$ cat config.mk
export PLATFORM = sky130hd
export DESIGN_NAME = mdat_nal_unit_header_parser_top_flat
export DESIGN_NICKNAME = d
export VERILOG_FILES = /design/src/rtl/mnhp_pkg.sv /design/src/rtl/mnhp_ifs.sv /design/src/rtl/mdat_nal_unit_header_parser_top.sv /design/src/rtl/mnhp_parser.sv /design/src/flat_wrapper.sv
export SDC_FILE = /design/constraint.sdc
export NUM_CORES = 1
export LEC_CHECK = 0
export ABC_AREA = 1
export CORE_MARGIN = 5
export CORE_UTILIZATION = 35
export CTS_CLUSTER_SIZE = 16
export DETAILED_ROUTE_END_ITERATION = 6
export DONT_BUFFER_PORTS = 1
export HOLD_SLACK_MARGIN = 0.06
export SLEW_MARGIN = 25
export SYNTH_ARGS = -nofsm -noshare
export SYNTH_HDL_FRONTEND = slang
export SYNTH_HIERARCHICAL = 1
export SYNTH_SLANG_ARGS = --single-unit
$ cat constraint.sdc
create_clock -name clk -period 3.25 [get_ports clk]
set_clock_uncertainty 0.15 [all_clocks]
set_input_delay 0.325 -clock clk [delete_from_list [all_inputs] [get_ports clk]]
set_output_delay 0.325 -clock clk [all_outputs]
set_load 0.03 [all_outputs]
$ cat src/rtl/mnhp_pkg.sv
package mnhp_pkg;

	localparam int LENGTH_FIELD_BYTES = 4;
	localparam int LEN_CNT_W = 2;
	localparam logic [LEN_CNT_W-1:0] LEN_CNT_LAST = LEN_CNT_W'(LENGTH_FIELD_BYTES - 1);

	localparam logic [31:0] MARKER_MDAT = {8'h6D, 8'h64, 8'h61, 8'h74}; // "mdat"
	localparam logic [7:0] UNITS_MAX = 8'hFF;

	typedef enum logic [2:0] {
		PH_SEARCH,
		PH_LENGTH,
		PH_HEADER,
		PH_SKIP,
		PH_IDLE
	} phase_t;

	typedef struct packed {
		logic [31:0] nal_length;
		logic        forbidden_bit;
		logic [1:0]  ref_idc;
		logic [4:0]  unit_type;
	} nal_hdr_t;

endpackage

$ cat src/rtl/mnhp_ifs.sv
interface mnhp_byte_if;
	logic       valid;
	logic       ready;
	logic [7:0] data_byte;

	modport source (output valid, output data_byte, input ready);
	modport sink (input valid, input data_byte, output ready);
endinterface

interface mnhp_hdr_if;
	logic        valid;
	logic        ready;
	logic [31:0] nal_length;
	logic        forbidden_bit;
	logic [1:0]  ref_idc;
	logic [4:0]  unit_type;

	modport source (output valid, output nal_length, output forbidden_bit,
		output ref_idc, output unit_type, input ready);
	modport sink (input valid, input nal_length, input forbidden_bit,
		input ref_idc, input unit_type, output ready);
endinterface

$ cat src/rtl/mdat_nal_unit_header_parser_top.sv
// mdat NAL unit header parser.
// byte_ch (sink): one file byte per word, valid/ready handshake.
// hdr_ch (source): one word per NAL header: length prefix, forbidden bit,
//   ref_idc and unit type of the header byte.
// cfg_wr_en/cfg_wr_data: writes nal_limit (reset 3, 0 = unlimited); write it
//   only while the parser is quiet.
// Operation: bytes shift through a 4-byte window until "mdat" shows up, then
//   the stream is read as 4-byte big-endian length, header byte, payload.
//   Payload bytes are consumed and dropped. After nal_limit headers all
//   further bytes are accepted and discarded until reset.
// Path: a header byte is registered in the input register, then parsed and
//   loaded into the output register once it is free, which drives hdr_ch.
// Throughput: one byte per cycle unless a header byte stalls; the parser
//   state update is a short compare/shift/decrement per byte.
// Stall: the output register holds a word until taken. While it is full and
//   not being taken, a header byte waits in the input register and byte_ch
//   ready drops; non-header bytes keep flowing.
// Reset (arst_n low, async): parser back to marker search, no words pending,
//   nal_limit = 3.
module mdat_nal_unit_header_parser_top
	import mnhp_pkg::*;
(
	input  logic            clk,
	input  logic            arst_n,
	input  logic            cfg_wr_en,
	input  logic [7:0]      cfg_wr_data,
	mnhp_byte_if.sink       byte_ch,
	mnhp_hdr_if.source      hdr_ch
);

	logic [7:0] nal_limit_q;

	// input register
	logic       valid_s1;
	logic [7:0] byte_s1;

	// output register
	logic       out_valid_q;
	nal_hdr_t   out_q;

	logic       emit;
	nal_hdr_t   result;
	logic       slot_free;
	logic       advance;
	logic       load_out;

	always_ff @(posedge clk or negedge arst_n) begin
		if (!arst_n) begin
			nal_limit_q <= 8'd3;
		end else if (cfg_wr_en) begin
			nal_limit_q <= cfg_wr_data;
		end
	end

	// Output slot frees up in the same cycle it is being taken.
	assign slot_free = !out_valid_q || hdr_ch.ready;
	// A byte that yields no word never waits for the output side.
	assign advance   = valid_s1 && (!emit || slot_free);
	assign load_out  = advance && emit;

	assign byte_ch.ready = !valid_s1 || advance;

	always_ff @(posedge clk or negedge arst_n) begin
		if (!arst_n) begin
			valid_s1 <= 1'b0;
		end else if (byte_ch.ready) begin
			valid_s1 <= byte_ch.valid;
		end
	end

	always_ff @(posedge clk) begin
		if (byte_ch.ready && byte_ch.valid) begin
			byte_s1 <= byte_ch.data_byte;
		end
	end

	mnhp_parser u_parser (
		.clk       (clk),
		.arst_n    (arst_n),
		.step      (advance),
		.data_byte (byte_s1),
		.nal_limit (nal_limit_q),
		.emit      (emit),
		.result    (result)
	);

	always_ff @(posedge clk or negedge arst_n) begin
		if (!arst_n) begin
			out_valid_q <= 1'b0;
		end else if (load_out) begin
			out_valid_q <= 1'b1;
		end else if (hdr_ch.ready) begin
			out_valid_q <= 1'b0;
		end
	end

	always_ff @(posedge clk) begin
		if (load_out) begin
			out_q <= result;
		end
	end

	assign hdr_ch.valid         = out_valid_q;
	assign hdr_ch.nal_length    = out_q.nal_length;
	assign hdr_ch.forbidden_bit = out_q.forbidden_bit;
	assign hdr_ch.ref_idc       = out_q.ref_idc;
	assign hdr_ch.unit_type     = out_q.unit_type;

endmodule

$ cat src/rtl/mnhp_parser.sv
module mnhp_parser
	import mnhp_pkg::*;
(
	input  logic       clk,
	input  logic       arst_n,
	input  logic       step,
	input  logic [7:0] data_byte,
	input  logic [7:0] nal_limit,
	output logic       emit,
	output nal_hdr_t   result
);

	phase_t      phase_q, phase_d;
	logic [31:0] window_q, window_d;
	logic [31:0] len_q, len_d;
	logic [LEN_CNT_W-1:0] len_cnt_q, len_cnt_d;
	logic [31:0] skip_q, skip_d;
	logic [7:0]  units_q, units_d;

	logic        limit_on;
	logic        limit_hit;
	logic [7:0]  units_inc;
	logic [31:0] skip_dec;

	assign limit_on  = (nal_limit != 8'd0);
	assign limit_hit = limit_on && (units_q >= nal_limit);
	assign units_inc = (units_q < UNITS_MAX) ? units_q + 8'd1 : units_q;
	assign skip_dec  = (skip_q != 32'd0) ? skip_q - 32'd1 : 32'd0;

	// next state
	always_comb begin
		phase_d   = phase_q;
		window_d  = window_q;
		len_d     = len_q;
		len_cnt_d = len_cnt_q;
		skip_d    = skip_q;
		units_d   = units_q;
		case (phase_q)
			PH_SEARCH: begin
				window_d = {window_q[23:0], data_byte};
				if (window_d == MARKER_MDAT) begin
					len_d     = 32'd0;
					len_cnt_d = '0;
					phase_d   = PH_LENGTH;
				end
			end
			PH_LENGTH: begin
				len_d = {len_q[23:0], data_byte};
				if (len_cnt_q == LEN_CNT_LAST) begin
					len_cnt_d = '0;
					phase_d   = PH_HEADER;
				end else begin
					len_cnt_d = len_cnt_q + 1'b1;
				end
			end
			PH_HEADER: begin
				if (limit_hit) begin
					phase_d = PH_IDLE;
				end else begin
					units_d = units_inc;
					if (limit_on && (units_inc >= nal_limit)) begin
						phase_d = PH_IDLE;
					end else if (len_q >= 32'd2) begin
						skip_d  = len_q - 32'd1;
						phase_d = PH_SKIP;
					end else begin
						len_d     = 32'd0;
						len_cnt_d = '0;
						phase_d   = PH_LENGTH;
					end
				end
			end
			PH_SKIP: begin
				skip_d = skip_dec;
				if (skip_dec == 32'd0) begin
					len_d     = 32'd0;
					len_cnt_d = '0;
					phase_d   = PH_LENGTH;
				end
			end
			default: begin
				phase_d = PH_IDLE;
			end
		endcase
	end

	// outputs
	always_comb begin
		emit                 = 1'b0;
		result.nal_length    = len_q;
		result.forbidden_bit = data_byte[7];
		result.ref_idc       = data_byte[6:5];
		result.unit_type     = data_byte[4:0];
		case (phase_q)
			PH_HEADER: emit = !limit_hit;
			default:   emit = 1'b0;
		endcase
	end

	always_ff @(posedge clk or negedge arst_n) begin
		if (!arst_n) begin
			phase_q   <= PH_SEARCH;
			window_q  <= 32'd0;
			len_q     <= 32'd0;
			len_cnt_q <= '0;
			skip_q    <= 32'd0;
			units_q   <= 8'd0;
		end else if (step) begin
			phase_q   <= phase_d;
			window_q  <= window_d;
			len_q     <= len_d;
			len_cnt_q <= len_cnt_d;
			skip_q    <= skip_d;
			units_q   <= units_d;
		end
	end

endmodule

$ cat src/flat_wrapper.sv
// flat-port wrapper written by rule: the top's interface ports become plain ports
module mdat_nal_unit_header_parser_top_flat import mnhp_pkg::*;
  (clk, arst_n, cfg_wr_en, cfg_wr_data, byte_ch_valid, byte_ch_data_byte, byte_ch_ready, hdr_ch_valid, hdr_ch_nal_length, hdr_ch_forbidden_bit, hdr_ch_ref_idc, hdr_ch_unit_type, hdr_ch_ready);
  mnhp_byte_if byte_ch_i ();
  mnhp_hdr_if hdr_ch_i ();
  input  logic clk;
  input  logic arst_n;
  input  logic cfg_wr_en;
  input  logic [7:0] cfg_wr_data;
  input wire logic [$bits(byte_ch_i.valid)-1:0] byte_ch_valid;
  input wire logic [$bits(byte_ch_i.data_byte)-1:0] byte_ch_data_byte;
  output wire logic [$bits(byte_ch_i.ready)-1:0] byte_ch_ready;
  output wire logic [$bits(hdr_ch_i.valid)-1:0] hdr_ch_valid;
  output wire logic [$bits(hdr_ch_i.nal_length)-1:0] hdr_ch_nal_length;
  output wire logic [$bits(hdr_ch_i.forbidden_bit)-1:0] hdr_ch_forbidden_bit;
  output wire logic [$bits(hdr_ch_i.ref_idc)-1:0] hdr_ch_ref_idc;
  output wire logic [$bits(hdr_ch_i.unit_type)-1:0] hdr_ch_unit_type;
  input wire logic [$bits(hdr_ch_i.ready)-1:0] hdr_ch_ready;
  assign byte_ch_i.valid = byte_ch_valid;
  assign byte_ch_i.data_byte = byte_ch_data_byte;
  assign byte_ch_ready = byte_ch_i.ready;
  assign hdr_ch_valid = hdr_ch_i.valid;
  assign hdr_ch_nal_length = hdr_ch_i.nal_length;
  assign hdr_ch_forbidden_bit = hdr_ch_i.forbidden_bit;
  assign hdr_ch_ref_idc = hdr_ch_i.ref_idc;
  assign hdr_ch_unit_type = hdr_ch_i.unit_type;
  assign hdr_ch_i.ready = hdr_ch_ready;
  mdat_nal_unit_header_parser_top u_core (.clk(clk), .arst_n(arst_n), .cfg_wr_en(cfg_wr_en), .cfg_wr_data(cfg_wr_data), .byte_ch(byte_ch_i), .hdr_ch(hdr_ch_i));
endmodule
# ---- Yosys cells after proc, flatten, opt, wreduce, memory -nomap -nowiden
# Cells that the tools add are included.
dict set report totals {
  input_bits 21
  output_inout_bits 42
  ff_bits 159
  elab_cells 88
}
dict set report classes {
  bitwise_logic 1
  n_reduce_logical 24
  n_addsub 4
  eq_ne 12
  n_mux 29
  magnitude_cmp 4
}
# op count
set ops {}
lappend ops {{$mux 32} 9}
lappend ops {{$pmux 32 s4} 1}
lappend ops {{$pmux 32 s2} 1}
lappend ops {{$sub 32x1->32 const B} 2}
lappend ops {{$eq 32x31->1 const B} 1}
lappend ops {{$ge 32x2->1 const B} 1}
lappend ops {{$logic_not 32->1} 1}
lappend ops {{$reduce_bool 32->1} 1}
lappend ops {{$ge 8x8->1} 2}
lappend ops {{$mux 3} 5}
lappend ops {{$mux 2} 7}
lappend ops {{$ne 2x2->1 const B} 7}
lappend ops {{$pmux 3 s4} 1}
lappend ops {{$add 8x1->8 const B} 1}
lappend ops {{$lt 8x8->1 const B} 1}
lappend ops {{$mux 8} 1}
lappend ops {{$pmux 2 s4} 1}
lappend ops {{$reduce_bool 8->1} 1}
lappend ops {{$reduce_and 7->1} 1}
lappend ops {{$eq 3x2->1 const B} 2}
lappend ops {{$logic_and 1x1->1} 5}
lappend ops {{$reduce_and 5->1} 1}
lappend ops {{$logic_not 1->1} 4}
lappend ops {{$reduce_and 4->1} 1}
lappend ops {{other kinds (11)} 16}

# ---- Logic depth before layout (Yosys ltp)
# Gate-level depths: netlist (run 1).
dict set report logic_depth {
  depth_word 9
  ltp_mapped 24
  mapped_depth_nobuf 23
}

# ---- Modules after synthesis
# Netlist (run 1), hierarchy kept.
# module instances seq_area_each_um2 cells_each area_each_um2
set modules_own_cells {}
lappend modules_own_cells {mnhp_parser 1 2527.4 1107 7359.6}
lappend modules_own_cells {mdat_nal_unit_header_parser_top 1 1694.1 96 1859.3}

# ---- Least setup slack after synthesis (run 1)
# OpenSTA, ideal clock, no wires.
dict set report synth_path {
  kind {reg-to-reg}
  startpoint {register u_core.u_parser.units_q[0]}
  endpoint {register u_core.u_parser.len_q[26]}
  required_ns 2.983
  arrival_ns 2.998
  n_path_buf 1
  synth_period_minus_slack_ns 3.265
  setup_time_ns 0.117
  setup_slack_ns -0.015
  path_stages_with_launch 24
  path_cell_list {dfrtp_1 ha_1 inv_1 nor3_1 inv_1 nor2_1 nand3_1 nor2_1 inv_1 o21ai_0 ha_1 a21oi_1 o21ai_0 nand2_1 o2111ai_1 nand2_1 nand2_1 nand2_1 inv_1 nor2_4 nand3_4 buf_6 nand2_1 nand2_1}
}
dict set report synth_via {
  elab_cells_between_ends 15
  classes_between {1 x add/sub; 3 x order compare; 2 x eq/ne; 2 x mux; 7 x reduce/logical}
}
# element line
set synth_rtl {}
lappend synth_rtl {{from (decl)} mnhp_parser.sv:18} ;# logic [7:0] units_q, units_d;
lappend synth_rtl {{from (signal assigned)} mnhp_parser.sv:114} ;# units_q <= units_d;
lappend synth_rtl {{$add 8x1->8 or $lt 8x8->1 (tied branches)} mnhp_parser.sv:27} ;# assign units_inc = (units_q < UNITS_MAX) ? units_q + 8'd1 : units_q;
lappend synth_rtl {{$mux 8 *} mnhp_parser.sv:27}
lappend synth_rtl {{via u_core.u_parser.units_inc[1]} mnhp_parser.sv:22} ;# logic [7:0] units_inc;
lappend synth_rtl {{$ge 8x8->1 *} mnhp_parser.sv:61} ;# if (limit_on && (units_inc >= nal_limit)) begin
lappend synth_rtl {{$logic_and 1x1->1 *} mnhp_parser.sv:61}
lappend synth_rtl {{$ne 2x2->1 (no line) *} n/a}
lappend synth_rtl {{$reduce_and 7->1 (no line) *} n/a}
lappend synth_rtl {{to (signal assigned)} mnhp_parser.sv:111} ;# len_q <= len_d;
lappend synth_rtl {{to (decl)} mnhp_parser.sv:15} ;# logic [31:0] len_q, len_d;
# Mark *: on every way through the listed nets, which the timed path passes. The rest lies on a longest branch.
# A chain may end at the register's enable or synchronous reset.

# ---- Worst setup path in the final report (run 1)
dict set report layout_path {
  startpoint {register u_core.u_parser.units_q[1]}
  endpoint {register u_core.u_parser.len_q[6]}
}
# Same word-level chain as after synthesis.

==> results of run 1 <==
flip-flops by register name, indices dropped and copies added (netlist names):
register                     count
u_core/u_parser/units_q          8
u_core/nal_limit_q               8
u_core/byte_s1                   8
u_core/u_parser/skip_q          32
u_core/hdr_ch.unit_type          5
u_core/u_parser/len_cnt_q        2
u_core/valid_s1                  1
u_core/u_parser/len_q           32
u_core/hdr_ch.ref_idc            2
u_core/hdr_ch.valid              1
u_core/hdr_ch.forbidden_bit      1
u_core/u_parser/phase_q          3
u_core/u_parser/window_q        24
u_core/hdr_ch.nal_length        32
layout by cell type (no fill, tap or decap), types with 9 or more instances in the layout:
| master | synthesis | routed |
|---|---|---|
| sky130_fd_sc_hd__a21oi_1 | 25 | 19 |
| sky130_fd_sc_hd__buf_4 | 9 | 45 |
| sky130_fd_sc_hd__clkbuf_16 | 0 | 24 |
| sky130_fd_sc_hd__dfrtp_1 | 109 | 109 |
| sky130_fd_sc_hd__dlygate4sd3_1 | 0 | 20 |
| sky130_fd_sc_hd__edfxtp_1 | 48 | 48 |
| sky130_fd_sc_hd__ha_1 | 21 | 18 |
| sky130_fd_sc_hd__inv_1 | 152 | 145 |
| sky130_fd_sc_hd__inv_2 | 9 | 15 |
| sky130_fd_sc_hd__inv_8 | 0 | 9 |
| sky130_fd_sc_hd__nand2_1 | 314 | 272 |
| sky130_fd_sc_hd__nand2_2 | 4 | 36 |
| sky130_fd_sc_hd__nand2_4 | 2 | 12 |
| sky130_fd_sc_hd__nand3_1 | 57 | 55 |
| sky130_fd_sc_hd__nand4_1 | 56 | 56 |
| sky130_fd_sc_hd__nor2_1 | 160 | 156 |
| sky130_fd_sc_hd__o21ai_0 | 112 | 94 |
| sky130_fd_sc_hd__o21ai_1 | 4 | 16 |
| sky130_fd_sc_hd__xor2_1 | 22 | 21 |
path summary, 6_finish.rpt:
path	startpoint	end	slack, ns
worst min-delay path	byte_ch_valid	u_core/byte_s1[2]	0.16
worst min register to register	u_core/byte_s1[0]	u_core/hdr_ch.unit_type[0]	0.32
max in group asynchronous	arst_n	u_core/u_parser/len_q[26]	2.18
worst max register to register	u_core/u_parser/units_q[1]	u_core/u_parser/len_q[6]	-0.16
worst max-delay path	u_core/u_parser/units_q[1]	u_core/u_parser/len_q[6]	-0.16
min in group asynchronous	arst_n	u_core/u_parser/window_q[1]	0.34
stage by stage:
stage / utilization (%) / instances / instance area [sq um] / hold slack [ns]
final: 43.4 / 1612 / 11300 / 0.162
after global routing: 43.4 / 1612 / 11300 / 0.198
after CTS: 41.5 / 1598 / 10800 / 0.184
after detailed placement: 37.2 / 1527 / 9670 / -0.115
after global placement: 37.2 / 1527 / 9670 / -0.116
after floorplan: - / 1203 / 9220 / -0.121
synth_stat cells, types with 3 or more instances:
| library cell | instances | area [sq um] |
|---|---|---|
| sky130_fd_sc_hd__mux2_2 | 5 | 56.3 |
| sky130_fd_sc_hd__xor2_1 | 22 | 193 |
| sky130_fd_sc_hd__o22ai_1 | 3 | 18.8 |
| sky130_fd_sc_hd__inv_1 | 152 | 571 |
| sky130_fd_sc_hd__ha_1 | 21 | 263 |
| sky130_fd_sc_hd__dfrtp_1 | 109 | 2730 |
| sky130_fd_sc_hd__nor2_4 | 5 | 56.3 |
| sky130_fd_sc_hd__nor2_1 | 160 | 601 |
| sky130_fd_sc_hd__o21ai_0 | 112 | 561 |
| sky130_fd_sc_hd__buf_2 | 9 | 45.0 |
| sky130_fd_sc_hd__nand3_1 | 57 | 285 |
| sky130_fd_sc_hd__nand4_1 | 56 | 350 |
| sky130_fd_sc_hd__nor2_2 | 5 | 31.3 |
| sky130_fd_sc_hd__inv_2 | 9 | 33.8 |
| sky130_fd_sc_hd__nand3_2 | 6 | 60.1 |
| sky130_fd_sc_hd__nor4_1 | 7 | 43.8 |
| sky130_fd_sc_hd__nor3_1 | 12 | 60.1 |
| sky130_fd_sc_hd__o21ai_1 | 4 | 20.0 |
| sky130_fd_sc_hd__edfxtp_1 | 48 | 1440 |
| sky130_fd_sc_hd__clkbuf_1 | 17 | 63.8 |
| sky130_fd_sc_hd__nand2_2 | 4 | 25.0 |
| sky130_fd_sc_hd__buf_6 | 7 | 78.8 |
| sky130_fd_sc_hd__nand2_1 | 314 | 1180 |
| sky130_fd_sc_hd__buf_4 | 9 | 67.6 |
| sky130_fd_sc_hd__or2_2 | 3 | 18.8 |
| sky130_fd_sc_hd__a21oi_1 | 25 | 125 |
critical path, cell delays in order (launching register included):
cell,delay (ns)
sky130_fd_sc_hd__dfrtp_1,0.36
sky130_fd_sc_hd__ha_2,0.18
sky130_fd_sc_hd__inv_2,0.05
sky130_fd_sc_hd__nor3_4,0.12
sky130_fd_sc_hd__inv_2,0.07
sky130_fd_sc_hd__nor2_4,0.12
sky130_fd_sc_hd__nand3_2,0.10
sky130_fd_sc_hd__nor2_4,0.15
sky130_fd_sc_hd__buf_6,0.13
sky130_fd_sc_hd__nor3_4,0.04
sky130_fd_sc_hd__a21oi_2,0.16
sky130_fd_sc_hd__ha_1,0.29
sky130_fd_sc_hd__nand2_2,0.08
sky130_fd_sc_hd__nor2_2,0.04
sky130_fd_sc_hd__nand4_1,0.10
sky130_fd_sc_hd__o2111ai_2,0.11
sky130_fd_sc_hd__nand2_1,0.14
sky130_fd_sc_hd__nand2_2,0.07
sky130_fd_sc_hd__nand2_2,0.08
sky130_fd_sc_hd__inv_2,0.05
sky130_fd_sc_hd__nor2_4,0.13
sky130_fd_sc_hd__nand3_4,0.21
sky130_fd_sc_hd__clkbuf_16,0.26
sky130_fd_sc_hd__nand2_1,0.07
sky130_fd_sc_hd__nand2_1,0.05
where the power goes:
| group | leakage, nW | internal (mW) | switching (mW) | total (mW) |
|---|---|---|---|---|
| clock network | 0.299 | 1.05 | 0.989 | 2.04 |
| registers | 1.84 | 2.08 | 0.0134 | 2.09 |
| logic | 3.18 | 0.0634 | 0.0966 | 0.160 |
| total | 5.33 | 3.19 | 1.10 | 4.29 |
per-layer routing:
metal | vias to the layer above | track usage (%) | share of wire [%]
met2 | 275 | 26.9 | 47
met4 | 0 | 5.40 | 1.9
met3 | 34 | 3.04 | 6.0
met5 | - | 0 | 0
li1 | 4024 | - | -
met1 | 3941 | 22.2 | 45
area by class of cell:
| type | instances | area, sq um | share of cell area, % |
|---|---|---|---|
| Tap cell | 335 | 419 | 3.72 |
| Clock inverter | 15 | 181 | 1.61 |
| Multi-Input combinational cell | 834 | 4390 | 38.9 |
| Sequential cell | 159 | 4220 | 37.5 |
| Clock buffer | 17 | 425 | 3.77 |
| Inverter | 164 | 624 | 5.54 |
| Timing Repair Buffer | 88 | 1010 | 9.00 |
logic make-up after synthesis:
logic type | after synthesis
multiplexers | 5
flip-flops | 159
XOR/XNOR | 23
adder cells (fa/ha/maj) | 21
AND/OR/NAND/NOR | 636
buffers and inverters | 210
AO/OA/AOI/OAI | 149
repair_timing:
action | in CTS | in global routing
resized for setup | 27 | 91
pin swaps | 1 | 24
hold buffers | 21 | 0
gates cloned | 3 | 10
setup buffers | 15 | 5
setup endpoints to repair | 50 | 67
hold endpoints to repair | 129 | 0
==> impl_metrics.toml, run 1 <==
[run_status]
run_status = "finished with violations"
failed_checks = "negative setup slack"

[finish]
n_fill_cell = 2544
final_net_count = 1306
antenna_fix_cells = 0
drive_gt1_share_pct = 17.4
layout-area-overhead-vs-synth_pct = 22.3

[sta]
fin_tns_setup_ns = -4.21
setup_ws_ns = -0.161
timing.final.crit_share_pct = 105
tightest_slew_ns = 0.569
timing_hold_violations_final = 0
fmax_mhz = 293
setup_failing_eps_final = 36
drv_slew = 0
maxSlewHeadroom_pct = 62.0
rsz0062_at_grt = "yes"
layout_min_cycle_time_ns = 3.41

[clock_tree]
bufs_on_longest_clock_path = 2
clock_latency_ns = 0.44
cts.root.buffer_cell = "sky130_fd_sc_hd__clkbuf_16"
cts_tree = "built"
clk_pin_slew_worst_paths_ns = 0.08
clock_sink_count = 159
number_of_buffers_created_by_cts = 17
h_tree_depth = 4

[yosys]
syn-mean-instance-area_sq_um = 7.66
synthCells = 1203
yosys-mux-area-fraction_pct = 0.611
synth.distinct_cells = 42
synth-compound-area-share_pct = 8.31
synth_top_flop_cell = "sky130_fd_sc_hd__dfrtp_1"
seq_area_frac_synth_pct = 45.8
synth.cell_area_sq_mm = 0.00922
yosys.area_share.adder_pct = 2.85
synth_xor_area_share_pct = 2.19
synth_fp_nets = 1245
combinational_family_with_the_most_area_after_synthesis = "simple AND/OR/NAND/NOR gates"
edff_count_synth = 48
yosys_warnings = 6
synth_simple_gate_area_share_pct = 30.2
postSynthRegisterBits = 159
synth_async_sr_flop_share_pct = 69.8

[power]
cell_leakage_power_nw = 5.33
total_power_divided_by_cell_area_mw_per_mm2 = 381
worst_supply_voltage_drop_on_vdd_mv = 0.236
post_route_total_power_mw = 4.29

[setup_path]
r2r.worst_path.cells = 24
critical_path_arrival_ns = 3.59
worst_setup_path_start_kind = "flop"
critPathKind = "flop to flop"
worstPathRequired_ns = 3.43
critPathMaxFanout = 8
critPathCaptureType = "flop"

[detailed_routing]
postRouteAntennaNets = 0
drc = 0
routed_wire_length_per_instance_um = 16.0
vias = 8274
finalWirelength_um = 25700
drt-pass1-iter-count = 5
drt_iter0_markers = 778
post_drt_via_cell_ratio = 5.13

[global_routing]
gr-total-overflow = 0
grt_max_degree = 112
grtUsageTotal_pct = 16.5
number_of_antenna_violations_at_the_first_check_in_global_routing = 0
grt_first_pass_wirelength_um = 39100
grt_pass1_vias = 7638

[min_path]
hold_path.class = "input port to flop"
whs_path_depth = 2

[floorplan]
pin_count = 63
design.die.area_sq_mm = 0.0297
coreArea_sq_mm = 0.0260
floorplan.initialDensity_pct = 35.5
core.rowCount = 59
die_width_um = 172
die_h_um = 172

[placement]
placer_congestion = 0.913
buffer_ports.inserted = 0
placement.setup.worst_slack_ns = -0.0819
detailedPlacementHpwl_um = 16800

[job]
max_cap_violations = 0
No activity file was read; power rests on OpenSTA's default activity.
==> run 2, diff against run 1 <==
==> constraint.sdc (replaced) <==
create_clock -name clk -period 3.25 [get_ports clk]
set_clock_uncertainty 0.15 [all_clocks]
set_input_delay 0.325 -clock clk [delete_from_list [all_inputs] [get_ports clk]]
set_output_delay 0.325 -clock clk [all_outputs]
set_load 0.01 [all_outputs]
==> run 2 against run 1 <==
The flow still finishes with violations (negative setup slack). Combinational power barely moved. Largest cell class unchanged. First-iteration DRC count rose by 1.5%. Clock power barely moved. Largest power group unchanged. Final area fell by 1.7%. Critical path type unchanged. Setup slack got worse by 0.0081 ns. Utilization fell by 0.72 points. Global-route usage fell by 0.13 points. Total power fell by 0.45%. Flip-flop and latch count did not move.
==> impl_metrics.toml, run 2 (same netlist as run 1, synthesis figures left out) <==
[clock_tree]
cts_tree = "built"
cts.root.buffer_cell = "sky130_fd_sc_hd__clkbuf_16"
h_tree_depth = 4
clk_pin_slew_worst_paths_ns = 0.08
bufs_on_longest_clock_path = 2
clock_sink_count = 159
number_of_buffers_created_by_cts = 17
clock_latency_ns = 0.43

[finish]
layout.cells.most_common_list = "288 x sky130_fd_sc_hd__nand2_1, 156 x sky130_fd_sc_hd__nor2_1, 149 x sky130_fd_sc_hd__inv_1"
drive_gt1_share_pct = 15.5
final_net_count = 1305
final_area_sq_mm = 0.0111
n_fill_cell = 2596
most_common_cell_after_layout_fill_and_taps_aside = "sky130_fd_sc_hd__nand2_1"
final_core_util_pct = 42.7
layout-area-overhead-vs-synth_pct = 20.2
antenna_fix_cells = 0

[detailed_routing]
dr_wl_met3_um = 1430
top_layer_used = "met4"
m1WireLength_um = 11400
met2_length_um = 11900
vias = 8204
postRouteAntennaNets = 0
drc = 0
post_drt_via_cell_ratio = 5.09
drt-pass1-iter-count = 5
drt_iter0_markers = 790
finalWirelength_um = 25200
routed_wire_length_per_instance_um = 15.6

[power]
worst_supply_voltage_drop_on_vdd_mv = 0.231
cell_leakage_power_nw = 5.31
p_clk_share_pct = 47.4
switching_power_mw = 1.08
seq_power_share_pct = 48.9
cell_internal_pwr_mw = 3.19
power_switching_share_pct = 25.4
total_power_divided_by_cell_area_mw_per_mm2 = 385
power_frac_comb_pct = 3.7

[sta]
maxSlewHeadroom_pct = 61.1
timing_hold_violations_final = 0
setup_failing_eps_final = 53
drv_slew = 0
timing.final.crit_share_pct = 105
rsz0062_at_grt = "yes"
fmax_mhz = 292
layout_min_cycle_time_ns = 3.42
setup_ws_ns = -0.169
fin_tns_setup_ns = -5.23
tightest_slew_ns = 0.583
whs_ns = 0.164

[floorplan]
die_width_um = 172
coreArea_sq_mm = 0.0260
floorplan.initialDensity_pct = 35.5
pin_count = 63
design.die.area_sq_mm = 0.0297
core.rowCount = 59
die_h_um = 172

[setup_path]
worst_setup_path_start_kind = "flop"
crit_path_top_delay_cell = "sky130_fd_sc_hd__dfrtp_1"
crit_path_cell_trace = "ha_2 > inv_2 > nor3_2 > inv_1 > nor2_2 > nand3_2 > nor2_4 > inv_1 > buf_4 > nand2_2 > ha_4 > a21oi_2 > o21ai_2 > nand2_1 > o2111ai_2 > nand2_1 > nand2_2 > nand2_2 > inv_2 > nor2_4 > nand3_4 > clkbuf_16 > nand2_2 > nand2_1"
critPathMaxFanout = 8
worstPathRequired_ns = 3.42
crit_path_max_incr_delay_ns = 0.36
critical_path_arrival_ns = 3.59
critPathCaptureType = "flop"
timing.critical_path.mode_cell = "sky130_fd_sc_hd__nand2_2"
critPathKind = "flop to flop"

[global_routing]
number_of_antenna_violations_at_the_first_check_in_global_routing = 0
grt_max_degree = 112
gr-total-overflow = 0
grt_first_pass_wirelength_um = 38800
grtUsageTotal_pct = 16.3
grt_pass1_vias = 7650

[placement]
placed_cell_area_sq_mm = 0.00966
detailedPlacementHpwl_um = 16900
placer_congestion = 0.916
buffer_ports.inserted = 0

[run_status]
run_status = "finished with violations"
failed_checks = "negative setup slack"

[job]
max_cap_violations = 0

[min_path]
hold_path.class = "input port to flop"
[run 2: final timing paths]
check / startpoint / end / slack (ns) / depth (start not counted)
setup / recovery: u_core/u_parser/units_q[1] / u_core/u_parser/len_q[5] / -0.17 / 24
hold reg to reg: u_core/byte_s1[1] / u_core/hdr_ch.unit_type[1] / 0.32 / 0
min in group asynchronous: arst_n / u_core/u_parser/window_q[0] / 0.32 / 2
setup reg to reg: u_core/u_parser/units_q[1] / u_core/u_parser/len_q[5] / -0.17 / 24
hold / removal: byte_ch_valid / u_core/byte_s1[3] / 0.16 / 2
max in group asynchronous: arst_n / u_core/u_parser/skip_q[28] / 2.16 / 2
[run 2: final cells by class]
class / count / area, sq um / area share [%]
Multi-Input combinational cell: 834 / 4280 / 38.6
Clock inverter: 15 / 185 / 1.67
Timing Repair Buffer: 87 / 933 / 8.42
Inverter: 164 / 624 / 5.63
Tap cell: 335 / 419 / 3.78
Sequential cell: 159 / 4220 / 38.1
Clock buffer: 17 / 425 / 3.84
[run 2: metrics by stage]
stage          std cells  power, mW  worst slack (ns)
5_1_grt             1611       4.42            -0.354
2_1_floorplan       1203       2.20            0.0421
6_report            1611       4.27            -0.169
3_5_place_dp        1526       2.21           -0.0485
4_1_cts             1601       4.30          -0.00266
3_3_place_gp        1526       2.21           0.00257
[run 2: timing repair]
item,4_1_cts,5_1_grt
pin swaps,1,23
endpoints found under the hold margin,129,0
endpoints found under the setup margin,45,79
buffers inserted,19,5
hold buffers,22,0
resized for setup,22,57
cloned,2,5
[run 2: worst max-delay path: cells and delay by family, from the launching register on]
family	cells	cell delay, ns
AOI/OAI and AO/OA	3	0.34
and+or+nand+nor	13	1.38
adders and majority gates	2	0.39
DFF	1	0.36
buffers and inverters	6	0.66
[run 2: power by group through the flow]
stage / combinational (mW) / sequential [mW] / clock [mW]
CTS: 0.146 / 2.09 / 2.06
finish: 0.159 / 2.09 / 2.02
detailed placement: 0.0834 / 2.13 / 0
floorplan: 0.0734 / 2.13 / 0
global placement: 0.0825 / 2.13 / 0
global route: 0.183 / 2.09 / 2.14
[run 2: per-layer routing]
layer | GRT usage [%] | vias up
met5 | 0 | -
met4 | 5.64 | 0
met3 | 2.83 | 32
met2 | 26.6 | 259
met1 | 22.1 | 3897
li1 | - | 4016
